`config.mk`:
```
export PLATFORM = sky130hd
export DESIGN_NAME = timesync_timestamp_estimator_core
export DESIGN_NICKNAME = d
export VERILOG_FILES = /design/src/tse_pkg.sv /design/src/tse_muldiv.sv /design/src/timesync_timestamp_estimator_core.sv
export SDC_FILE = /design/constraint.sdc
export NUM_CORES = 2
export LEC_CHECK = 0
export BUFFER_PORTS_ARGS = -buffer_cell sky130_fd_sc_hd__buf_4
export CORE_MARGIN = 8
export CORE_UTILIZATION = 60
export DETAILED_ROUTE_END_ITERATION = 7
export GPL_ROUTABILITY_DRIVEN = 0
export GPL_TIMING_DRIVEN = 1
export PLACE_DENSITY_LB_ADDON = 0.05
export SLEW_MARGIN = 20
export SYNTH_ARGS = -nofsm -noshare
export SYNTH_HDL_FRONTEND = slang
export SYNTH_SLANG_ARGS = --single-unit
```
`constraint.sdc`:
```
create_clock -name clk -period 25.5 [get_ports clk]
set_input_delay 5.1 -clock clk [delete_from_list [all_inputs] [get_ports clk]]
set_output_delay 5.1 -clock clk [all_outputs]
set_load 0.02 [all_outputs]
```
`src/tse_pkg.sv`:
```
// Shared types, constants and register codes for the timestamp estimator.
// Used by the core and by its serial multiply-divide unit; depends on nothing.
`default_nettype none

package tse_pkg;

  // Width in which system and local times are kept.
  localparam int TIME_WIDTH = 64;
  typedef logic [TIME_WIDTH-1:0] time_t;

  typedef logic [63:0] ticks_t;
  localparam ticks_t TICKS_NONE = '1;
  localparam ticks_t EST_MAX    = 64'hFFFF_FFFF_FFFF_FFFE;

  localparam logic [31:0] US_PER_S = 32'd1_000_000;

  localparam logic OP_SYNC  = 1'b0;
  localparam logic OP_QUERY = 1'b1;

  localparam int CFG_IDX_W = 2;
  typedef logic [CFG_IDX_W-1:0] cfg_idx_t;
  localparam cfg_idx_t CFG_CLOCK_FREQ   = 2'd0;
  localparam cfg_idx_t CFG_EARLY_MARGIN = 2'd1;
  localparam cfg_idx_t CFG_LATE_LIMIT   = 2'd2;

  localparam logic [29:0] FREQ_RESET  = 30'd62_500_000;
  localparam logic [31:0] EARLY_RESET = 32'd10_000;
  localparam logic [31:0] LATE_RESET  = 32'd1_000_000;

  // Serial multiply-divide: 64-bit operand times 32-bit factor, over a 32-bit divisor.
  localparam int MD_A_W       = 64;
  localparam int MD_B_W       = 32;
  localparam int MD_PROD_W    = MD_A_W + MD_B_W;
  localparam int MD_MUL_STEPS = MD_B_W;
  localparam int MD_DIV_STEPS = MD_PROD_W;
  localparam int MD_CNT_W     = $clog2(MD_DIV_STEPS);

  typedef struct packed {
    logic              start;
    logic [MD_A_W-1:0] a;
    logic [MD_B_W-1:0] b;
    logic [MD_B_W-1:0] d;
  } md_req_t;

  typedef struct packed {
    logic              done;
    logic [MD_A_W-1:0] q;
  } md_rsp_t;

endpackage

`default_nettype wire

```
`src/tse_muldiv.sv`:
```
// Bit-serial unit computing floor(a * b / d), saturated to all ones above 64 bits.
// Depends on tse_pkg for the request and response structs and the step counts.
`default_nettype none

module tse_muldiv (
  input  logic             clk,
  input  logic             rst,
  input  tse_pkg::md_req_t req,
  output tse_pkg::md_rsp_t rsp
);
  import tse_pkg::*;

  typedef enum logic [2:0] {
    MD_IDLE = 3'b001,
    MD_MUL  = 3'b010,
    MD_DIV  = 3'b100
  } md_state_t;

  md_state_t           state;
  logic [MD_CNT_W-1:0] cnt;
  logic                done;
  logic [MD_A_W-1:0]   a_reg;
  logic [MD_B_W-1:0]   b_reg;
  logic [MD_B_W-1:0]   d_reg;
  logic [MD_PROD_W-1:0] acc;
  logic [MD_B_W-1:0]   rem;
  logic [MD_B_W:0]     trial;
  logic                trial_ge;

  // One restoring-division step: bring down the next dividend bit.
  assign trial    = {rem, acc[MD_PROD_W-1]};
  assign trial_ge = trial >= {1'b0, d_reg};

  always_ff @(posedge clk) begin
    if (rst) begin
      state <= MD_IDLE;
      cnt   <= '0;
      done  <= 1'b0;
    end else begin
      done <= 1'b0;
      unique case (state)
        MD_IDLE: begin
          if (req.start) begin
            cnt   <= '0;
            state <= MD_MUL;
          end
        end
        MD_MUL: begin
          if (cnt == MD_CNT_W'(MD_MUL_STEPS - 1)) begin
            cnt   <= '0;
            state <= MD_DIV;
          end else begin
            cnt <= cnt + 1'b1;
          end
        end
        MD_DIV: begin
          if (cnt == MD_CNT_W'(MD_DIV_STEPS - 1)) begin
            cnt   <= '0;
            done  <= 1'b1;
            state <= MD_IDLE;
          end else begin
            cnt <= cnt + 1'b1;
          end
        end
        default: state <= MD_IDLE;
      endcase
    end
  end

  // The product builds up MSB first in acc; the division then shifts the
  // quotient into acc from the right as the dividend leaves on the left.
  always_ff @(posedge clk) begin
    unique case (state)
      MD_IDLE: begin
        if (req.start) begin
          a_reg <= req.a;
          b_reg <= req.b;
          d_reg <= req.d;
          acc   <= '0;
          rem   <= '0;
        end
      end
      MD_MUL: begin
        acc   <= {acc[MD_PROD_W-2:0], 1'b0}
                 + (b_reg[MD_B_W-1] ? MD_PROD_W'(a_reg) : '0);
        b_reg <= {b_reg[MD_B_W-2:0], 1'b0};
      end
      MD_DIV: begin
        rem <= trial_ge ? MD_B_W'(trial - {1'b0, d_reg}) : trial[MD_B_W-1:0];
        acc <= {acc[MD_PROD_W-2:0], trial_ge};
      end
      default: ;
    endcase
  end

  assign rsp.done = done;
  assign rsp.q    = (|acc[MD_PROD_W-1:MD_A_W]) ? '1 : acc[MD_A_W-1:0];

endmodule

`default_nettype wire

```
`src/timesync_timestamp_estimator_core.sv`:
```
// Top level of the timestamp estimator: sequencer, state and result register.
// Depends on tse_pkg and on the serial multiply-divide unit tse_muldiv.
`default_nettype none

// The core keeps the newest sync point (tick count plus the system time it
// was taken at) and extrapolates the tick count at a local time as
// base ticks + floor(elapsed_us * clock_freq_hz / 1000000). A sync request
// (opcode 0) stores a newer sync point, raises early or late warnings
// against the configured margins, and moves the stored estimate forward,
// never backwards. A query request (opcode 1) returns the estimate at its
// own local time and the whole microseconds left until target_ticks. Every
// request returns exactly one result. All products and quotients are exact
// and go through one shared bit-serial multiply-divide unit that first
// forms the 96-bit product and then the quotient. A sync request uses the
// unit only when its local time is past the sync time; a query uses it for
// the extrapolation and again for the wait only while the target is still
// ahead; without a sync point or an estimate the unit is not used. The next
// request can be taken as soon as the result is presented. Requests are
// worked on one at a time: in_ready is high whenever the sequencer is idle,
// even while a finished result still waits on the output port. Configuration
// writes are always taken and should only be issued while no request is in
// flight. The block needs no clearing pass after reset.
module timesync_timestamp_estimator_core (
  input  logic                          clk,
  input  logic                          rst,
  input  logic                          cfg_valid,
  output logic                          cfg_ready,
  input  logic [tse_pkg::CFG_IDX_W-1:0] cfg_index,
  input  logic [31:0]                   cfg_data,
  input  logic                          in_valid,
  output logic                          in_ready,
  input  logic                          opcode,
  input  logic [63:0]                   sync_ticks,
  input  logic [63:0]                   sync_time_us,
  input  logic [63:0]                   now_us,
  input  logic [63:0]                   target_ticks,
  output logic                          out_valid,
  input  logic                          out_ready,
  output logic                          estimate_valid,
  output logic [63:0]                   estimate_ticks,
  output logic [63:0]                   wait_us,
  output logic                          updated,
  output logic                          early_warn,
  output logic [63:0]                   early_by_us,
  output logic                          late_warn,
  output logic [63:0]                   late_by_us
);
  import tse_pkg::*;

  typedef enum logic [12:0] {
    ST_IDLE        = 13'b0000000000001,
    ST_SYNC_UPD    = 13'b0000000000010,
    ST_SYNC_DIFF   = 13'b0000000000100,
    ST_SYNC_WARN   = 13'b0000000001000,
    ST_SYNC_MUL    = 13'b0000000010000,
    ST_SYNC_ADD    = 13'b0000000100000,
    ST_SYNC_CMP    = 13'b0000001000000,
    ST_QRY_ELAPSED = 13'b0000010000000,
    ST_QRY_MUL     = 13'b0000100000000,
    ST_QRY_ADD     = 13'b0001000000000,
    ST_QRY_TGT     = 13'b0010000000000,
    ST_QRY_DIV     = 13'b0100000000000,
    ST_FINISH      = 13'b1000000000000
  } state_t;

  typedef struct packed {
    logic   estimate_valid;
    ticks_t estimate_ticks;
    ticks_t wait_us;
    logic   updated;
    logic   early_warn;
    ticks_t early_by_us;
    logic   late_warn;
    ticks_t late_by_us;
  } result_t;

  // Adds an increment to a tick estimate, saturating one below the
  // "no estimate" pattern.
  function automatic ticks_t add_est(ticks_t base, ticks_t inc);
    logic [64:0] s;
    s = {1'b0, base} + {1'b0, inc};
    if (s[64] || s[63:0] == TICKS_NONE) begin
      return EST_MAX;
    end
    return s[63:0];
  endfunction

  state_t state;

  // Configuration registers.
  logic [29:0] clock_freq_hz;
  logic [31:0] early_margin_us;
  logic [31:0] late_limit_us;

  // Sync point and stored estimate.
  ticks_t latest_sync_ticks;
  time_t  latest_sync_time;
  ticks_t estimate_base_ticks;
  time_t  estimate_base_time;

  // Request being worked on.
  logic   op_q;
  ticks_t sticks_q;
  time_t  stime_q;
  time_t  now_q;
  ticks_t target_q;

  // Working values and the result under construction.
  logic   sync_ahead;
  logic   local_ahead;
  time_t  lead_sync;
  time_t  lead_local;
  ticks_t est_work;
  ticks_t res_wait;
  logic   res_updated;
  logic   res_early_warn;
  ticks_t res_early_by;
  logic   res_late_warn;
  ticks_t res_late_by;

  result_t out_res;

  logic [MD_B_W-1:0]   freq_eff;
  logic [TIME_WIDTH:0] sub_sync_lead;
  logic [TIME_WIDTH:0] sub_local_lead;
  logic [TIME_WIDTH:0] sub_elapsed;
  logic [64:0]         sub_target;
  logic                sticks_newer;
  logic                est_newer;
  logic                out_free;
  ticks_t              fin_ticks;
  md_req_t             md_req;
  md_rsp_t             md_rsp;

  assign cfg_ready = 1'b1;
  assign in_ready  = (state == ST_IDLE);
  assign out_free  = !out_valid || out_ready;

  // A frequency of zero is treated as one hertz.
  assign freq_eff = (clock_freq_hz == '0) ? MD_B_W'(1) : MD_B_W'(clock_freq_hz);

  // The borrow bit of each difference tells which time is ahead.
  assign sub_sync_lead  = {1'b0, latest_sync_time} - {1'b0, now_q};
  assign sub_local_lead = {1'b0, now_q} - {1'b0, latest_sync_time};
  assign sub_elapsed    = {1'b0, now_q} - {1'b0, estimate_base_time};
  assign sub_target     = {1'b0, target_q} - {1'b0, est_work};

  // An all-ones tick count means "no sync point" and never wins.
  assign sticks_newer = (sticks_q != TICKS_NONE)
                        && (latest_sync_ticks == TICKS_NONE || sticks_q > latest_sync_ticks);
  assign est_newer    = (estimate_base_ticks == TICKS_NONE) || (est_work >= estimate_base_ticks);

  // Sync results report the stored base; queries report the extrapolation.
  assign fin_ticks = (op_q == OP_SYNC) ? estimate_base_ticks : est_work;

  // Three uses of the shared multiply-divide unit: forward extrapolation
  // after a sync, extrapolation for a query, and the wait until the target.
  always_comb begin
    md_req.start = 1'b0;
    md_req.a     = '0;
    md_req.b     = freq_eff;
    md_req.d     = US_PER_S;
    unique case (state)
      ST_SYNC_WARN: begin
        md_req.start = local_ahead;
        md_req.a     = MD_A_W'(lead_local);
      end
      ST_QRY_ELAPSED: begin
        md_req.start = (estimate_base_ticks != TICKS_NONE);
        md_req.a     = sub_elapsed[TIME_WIDTH] ? '0 : MD_A_W'(sub_elapsed[TIME_WIDTH-1:0]);
      end
      ST_QRY_TGT: begin
        md_req.start = !sub_target[64] && (sub_target[63:0] != '0);
        md_req.a     = sub_target[63:0];
        md_req.b     = US_PER_S;
        md_req.d     = freq_eff;
      end
      default: ;
    endcase
  end

  tse_muldiv u_muldiv (
    .clk (clk),
    .rst (rst),
    .req (md_req),
    .rsp (md_rsp)
  );

  // Sequencer, configuration and the estimator's own state.
  always_ff @(posedge clk) begin
    if (rst) begin
      state               <= ST_IDLE;
      out_valid           <= 1'b0;
      clock_freq_hz       <= FREQ_RESET;
      early_margin_us     <= EARLY_RESET;
      late_limit_us       <= LATE_RESET;
      latest_sync_ticks   <= TICKS_NONE;
      latest_sync_time    <= '0;
      estimate_base_ticks <= TICKS_NONE;
      estimate_base_time  <= '0;
    end else begin
      if (cfg_valid && cfg_ready) begin
        unique case (cfg_index)
          CFG_CLOCK_FREQ:   clock_freq_hz   <= cfg_data[29:0];
          CFG_EARLY_MARGIN: early_margin_us <= cfg_data;
          CFG_LATE_LIMIT:   late_limit_us   <= cfg_data;
          default: ;
        endcase
      end

      // In the finishing state the valid flag is set below instead.
      if (out_valid && out_ready && state != ST_FINISH) begin
        out_valid <= 1'b0;
      end

      unique case (state)
        ST_IDLE: begin
          if (in_valid && in_ready) begin
            state <= (opcode == OP_SYNC) ? ST_SYNC_UPD : ST_QRY_ELAPSED;
          end
        end
        ST_SYNC_UPD: begin
          if (sticks_newer) begin
            latest_sync_ticks <= sticks_q;
            latest_sync_time  <= stime_q;
          end
          state <= ST_SYNC_DIFF;
        end
        ST_SYNC_DIFF: begin
          state <= (latest_sync_ticks == TICKS_NONE) ? ST_FINISH : ST_SYNC_WARN;
        end
        ST_SYNC_WARN: begin
          state <= local_ahead ? ST_SYNC_MUL : ST_FINISH;
        end
        ST_SYNC_MUL: begin
          if (md_rsp.done) begin
            state <= ST_SYNC_ADD;
          end
        end
        ST_SYNC_ADD: begin
          state <= ST_SYNC_CMP;
        end
        ST_SYNC_CMP: begin
          if (est_newer) begin
            estimate_base_ticks <= est_work;
            estimate_base_time  <= now_q;
          end
          state <= ST_FINISH;
        end
        ST_QRY_ELAPSED: begin
          state <= (estimate_base_ticks == TICKS_NONE) ? ST_FINISH : ST_QRY_MUL;
        end
        ST_QRY_MUL: begin
          if (md_rsp.done) begin
            state <= ST_QRY_ADD;
          end
        end
        ST_QRY_ADD: begin
          state <= ST_QRY_TGT;
        end
        ST_QRY_TGT: begin
          state <= md_req.start ? ST_QRY_DIV : ST_FINISH;
        end
        ST_QRY_DIV: begin
          if (md_rsp.done) begin
            state <= ST_FINISH;
          end
        end
        ST_FINISH: begin
          // Hold here only while the previous result has not been taken.
          if (out_free) begin
            out_valid <= 1'b1;
            state     <= ST_IDLE;
          end
        end
        default: state <= ST_IDLE;
      endcase
    end
  end

  // Datapath registers; none of them needs a reset.
  always_ff @(posedge clk) begin
    unique case (state)
      ST_IDLE: begin
        if (in_valid && in_ready) begin
          op_q           <= opcode;
          sticks_q       <= sync_ticks;
          stime_q        <= sync_time_us[TIME_WIDTH-1:0];
          now_q          <= now_us[TIME_WIDTH-1:0];
          target_q       <= target_ticks;
          est_work       <= TICKS_NONE;
          res_wait       <= '0;
          res_updated    <= 1'b0;
          res_early_warn <= 1'b0;
          res_early_by   <= '0;
          res_late_warn  <= 1'b0;
          res_late_by    <= '0;
        end
      end
      ST_SYNC_DIFF: begin
        sync_ahead  <= sub_local_lead[TIME_WIDTH];
        local_ahead <= sub_sync_lead[TIME_WIDTH];
        lead_sync   <= sub_sync_lead[TIME_WIDTH-1:0];
        lead_local  <= sub_local_lead[TIME_WIDTH-1:0];
      end
      ST_SYNC_WARN: begin
        if (sync_ahead && (64'(lead_sync) > 64'(early_margin_us))) begin
          res_early_warn <= 1'b1;
          res_early_by   <= 64'(lead_sync);
        end
        if (local_ahead && (64'(lead_local) > 64'(late_limit_us))) begin
          res_late_warn <= 1'b1;
          res_late_by   <= 64'(lead_local);
        end
      end
      ST_SYNC_ADD: begin
        est_work <= add_est(latest_sync_ticks, md_rsp.q);
      end
      ST_SYNC_CMP: begin
        if (est_newer) begin
          res_updated <= 1'b1;
        end
      end
      ST_QRY_ADD: begin
        est_work <= add_est(estimate_base_ticks, md_rsp.q);
      end
      ST_QRY_DIV: begin
        if (md_rsp.done) begin
          res_wait <= md_rsp.q;
        end
      end
      ST_FINISH: begin
        if (out_free) begin
          out_res.estimate_valid <= (fin_ticks != TICKS_NONE);
          out_res.estimate_ticks <= fin_ticks;
          out_res.wait_us        <= res_wait;
          out_res.updated        <= res_updated;
          out_res.early_warn     <= res_early_warn;
          out_res.early_by_us    <= res_early_by;
          out_res.late_warn      <= res_late_warn;
          out_res.late_by_us     <= res_late_by;
        end
      end
      default: ;
    endcase
  end

  assign estimate_valid = out_res.estimate_valid;
  assign estimate_ticks = out_res.estimate_ticks;
  assign wait_us        = out_res.wait_us;
  assign updated        = out_res.updated;
  assign early_warn     = out_res.early_warn;
  assign early_by_us    = out_res.early_by_us;
  assign late_warn      = out_res.late_warn;
  assign late_by_us     = out_res.late_by_us;

endmodule

`default_nettype wire

```
==> summary.md <==
| Metric | Value |
|---|---|
| Register area share after synthesis | 0.4681 |
| Largest net degree at the start of global routing | 129 |
| Clock tree from TritonCTS | done |
| Via count | 75970 |
| Fill cell total of the finished layout | 11730 |
| Clk slew on worst S/H paths | 0.06 ns |
| Initial antenna violation count | 12 |
| Number of pins exceeding their max-slew limit in the final report | 0 |
| Stages on worst setup path | 7 |
| Data required time of the critical path | 25.90 ns |
| Detailed Route WL | 295.5 mm |
| Post-synthesis average cell area | 9.732 um2 |
| Share of post-route cells with drive strength above 1 | 0.1061 |
| Number of antenna-violating nets in the routed design | 0 |
| Area share of the leading cell type in the synthesized netlist | 0.3851 |
| Global-route wire length before repair | 433.2 mm |
| Post-CTS setup-driven buffer insertion count | 0 |
| Core Rows | 142 |
| Drc violations | 0 |
| Actual slew at the worst max-slew pin | 1.197 ns |
| Number of violations reported at the end of detailed-routing iteration 0 | 8836 |
| Leading cell types by total area after synthesis | sky130_fd_sc_hd__edfxtp_1 (39%), sky130_fd_sc_hd__ha_1 (9.3%), sky130_fd_sc_hd__dfxtp_1 (8.3%), sky130_fd_sc_hd__a21oi_1 (4.4%), sky130_fd_sc_hd__nand2_1 (3.5%) |
| Final worst-path cycle share | 0.3260 |
| Number of gates resized after CTS | 0 |
| R2r setup slk | 18.66 ns |
| Register ranked first by flip-flop count | u_muldiv.acc |
| EDFF count, synth | 1159 |
| Number of levels in the clock H-tree | 4 |
| Nets in the synthesized netlist | 10270 |
| Max-capacitance violation count | 0 |
| Number of optimization iterations in the first detailed-route pass | 8 |
| Number of nets at the end of the flow | 10590 |
| Hold_ws | 0.3876 ns |
| Post-layout power | 6.249 mW |
| Most frequent cell after synthesis | sky130_fd_sc_hd__edfxtp_1 |
| Detailed-route vias per instance | 6.453 |
| Die span in y | 404.1 um |
| Sink of the worst hold path | wait_us[48] |
| Via count of the first global-routing pass | 70910 |
| Worst setup skew after layout | 0.05580 ns |
| Status | complete, no violations |
| Ys Warns | 0 |
| Number of distinct library cell variants in the gate-level netlist after synthesis | 109 |
| Die width | 404.1 um |
| CP most frequent cell | sky130_fd_sc_hd__buf_4 |
| Estimated wirelength of the detail-placed design | 229.2 mm |
| Hold path cells | 0 |
| Type of element launching the critical path | input pin |
| Largest stage delay on the critical path | 0.76 ns |
| Core region area | 149800 um2 |
| Highest fanout seen on the critical path | 70 |
| Final setup slack of the worst path | 17.19 ns |
| Capturing point of the worst reg2reg path | est_work[31] |
| Highest achievable clock rate | 120.3 MHz |
| Number of failing setup endpoints in the final timing report | 0 |
| Port buffer count | 557 |
| Endpoint kind of the worst setup timing path | flop |
| Worst R2R Start | u_muldiv.acc[87] |
| Top cell family by delay on the critical path | buffers and inverters |
| Leak pwr | 40.55 nW |
| Worst setup slack before clock tree synthesis | 16.49 ns |
| Cell Area, Synth | 90380 um2 |
| Unrepaired setup endpoints after global routing | no |
| Type of the worst setup path | input pin to flop |
| Top cell types by occurrence after synthesis | sky130_fd_sc_hd__edfxtp_1 (1159), sky130_fd_sc_hd__nand2_1 (854), sky130_fd_sc_hd__a21oi_1 (794) |
| Routed wire length per instance | 25.10 um |
| Headroom to the max-slew limit | 0.2018 |
| Area enclosed by the die boundary | 163300 um2 |
| Setup Total Neg Slack | 0 ns |
| FF+latch count, synth | 1534 |
| Root Buffer | sky130_fd_sc_hd__clkbuf_16 |
| Total congestion overflow | 0 |
| Buffer depth of the longest clock path | 3 |
| Post-synth top flop | sky130_fd_sc_hd__edfxtp_1 |
| I/O pin count | 559 |
| Clock latency at the later pin of the worst-skew pair | 0.81 ns |
| Layout overhead on the synthesized area | 12.09% |
| Worst path bufs/invs | 5 |
| Hold Violations, Final | 0 |
| Slowest library cell on the worst path | sky130_fd_sc_hd__buf_4 |
| Critical-path cell list | buf_4 > nand2b_1 > nor2b_4 > buf_4 > buf_4 > buf_4 > buf_4 |
| VDD IR max | 0.07092 mV |
| Area leader, netlist | sky130_fd_sc_hd__edfxtp_1 |
| Cells on worst reg2reg path | 19 |
| Number of CTS-inserted buffers | 160 |
| CTS Hold Buffers Added | 0 |
| Fin crit period | 8.314 ns |
| Power per cell area | 61.68 nW/um2 |
| Start point of the worst hold path | res_wait[48] |
| Total number of clock tree sinks | 1534 |
| Worst hold path type | flop to flop |
| Initial Util | 0.6034 |
| Gr usage total | 0.3450 |
| Share of flip-flops with an asynchronous set or reset | 0 |
| Post-synthesis instance total | 9287 |
| Final core occ | 0.6764 |
| Worst EP arrival | 8.71 ns |
| Max reg flops | 96 |
==> worst max path at each step <==
| stage | to | slack (ns) | from |
|---|---|---|---|
| after floorplan | early_by_us[0] | 7.97 | out_ready |
| after global placement | wait_us[34] | 16.56 | out_ready |
| after detailed placement | wait_us[36] | 16.49 | out_ready |
| after CTS | wait_us[63] | 17.32 | out_ready |
| after global routing | wait_us[63] | 17.06 | out_ready |
| final | wait_us[63] | 17.19 | out_ready |
==> layer usage <==
| layer | up-vias | GRT usage | wire length [um] |
|---|---|---|---|
| met5 | - | 0 | 43 |
| met4 | 6 | 0.2179 | 23260 |
| met2 | 4376 | 0.5257 | 127600 |
| met1 | 35690 | 0.4497 | 113900 |
| li1 | 34850 | - | - |
| met3 | 1055 | 0.07260 | 30640 |
==> cell type report <==
class                           instances  area (um2)  share of cell area
Antenna cell                           10       25.02           0.0002470
Clock buffer                          211        4357             0.04301
Clock inverter                         87        1031             0.01018
Timing Repair Buffer                  618        4654             0.04594
Sequential cell                      1534       42310              0.4177
Multi-Input combinational cell       6679       44070              0.4350
Inverter                              618        2337             0.02307
Tap cell                             2016        2522             0.02490
==> metrics by stage <==
stage               cell area, um2  cells
global placement             95880  11470
CTS                         101300  11760
global route                101300  11760
detailed placement           95890  11470
finish                      101300  11770
floorplan                    90380   9287
==> cells in the final DEF, fill, tap and decap left out, drive strengths merged, types with 147 or more instances in the layout <==
master and count:
nand2 855, dfxtp 375, edfxtp 1159, clkbuf 211, nor3 250, xor2 163
nor2b 147, and3 178, a21oi 795, nand4 252, a21o 337, ha 674
buf 618, o21ai 592, xnor2 258, inv 628, nor2 531
==> kinds of logic (layout without fill, tap and decap cells) <==
kind of cell | count (synthesis) | count (layout) | share of synthesized area
AOI/OAI and AO/OA | 2594 | 2594 | 0.1809
xor gates and xnor gates | 421 | 421 | 0.04080
adders and majority gates | 682 | 682 | 0.09508
buffers and inverters | 1074 | 1534 | 0.04577
DFF | 1534 | 1534 | 0.4681
muxes | 80 | 80 | 0.008888
other | 1 | 11 | 0.00004149
and+or+nand+nor | 2901 | 2901 | 0.1604
==> worst reg2reg max path, cell delays in order (launching register included) <==
cell and delay, ns:
sky130_fd_sc_hd__edfxtp_1 0.45, sky130_fd_sc_hd__nor4_1 0.38, sky130_fd_sc_hd__nand4_1 0.15, sky130_fd_sc_hd__buf_4 0.29, sky130_fd_sc_hd__or3_1 0.56, sky130_fd_sc_hd__ha_1 0.28
sky130_fd_sc_hd__fa_1 0.41, sky130_fd_sc_hd__a211oi_1 0.41, sky130_fd_sc_hd__o21ai_0 0.20, sky130_fd_sc_hd__o211a_1 0.20, sky130_fd_sc_hd__o211ai_1 0.59, sky130_fd_sc_hd__a2111oi_0 0.23
sky130_fd_sc_hd__nor3_1 0.25, sky130_fd_sc_hd__o31ai_1 0.16, sky130_fd_sc_hd__o21ai_0 0.32, sky130_fd_sc_hd__nor2_1 0.09, sky130_fd_sc_hd__a211oi_1 0.19, sky130_fd_sc_hd__buf_4 0.21
sky130_fd_sc_hd__and2_1 0.68, sky130_fd_sc_hd__a21oi_1 0.44
==> power breakdown <==
part           switching (mW)  internal [mW]  leakage [nW]
Sequential              0.112           2.86          13.6
Combinational           0.594          0.294          24.4
Clock                    1.04           1.35          2.61
Note: power is estimated with default switching activity, not from simulation.
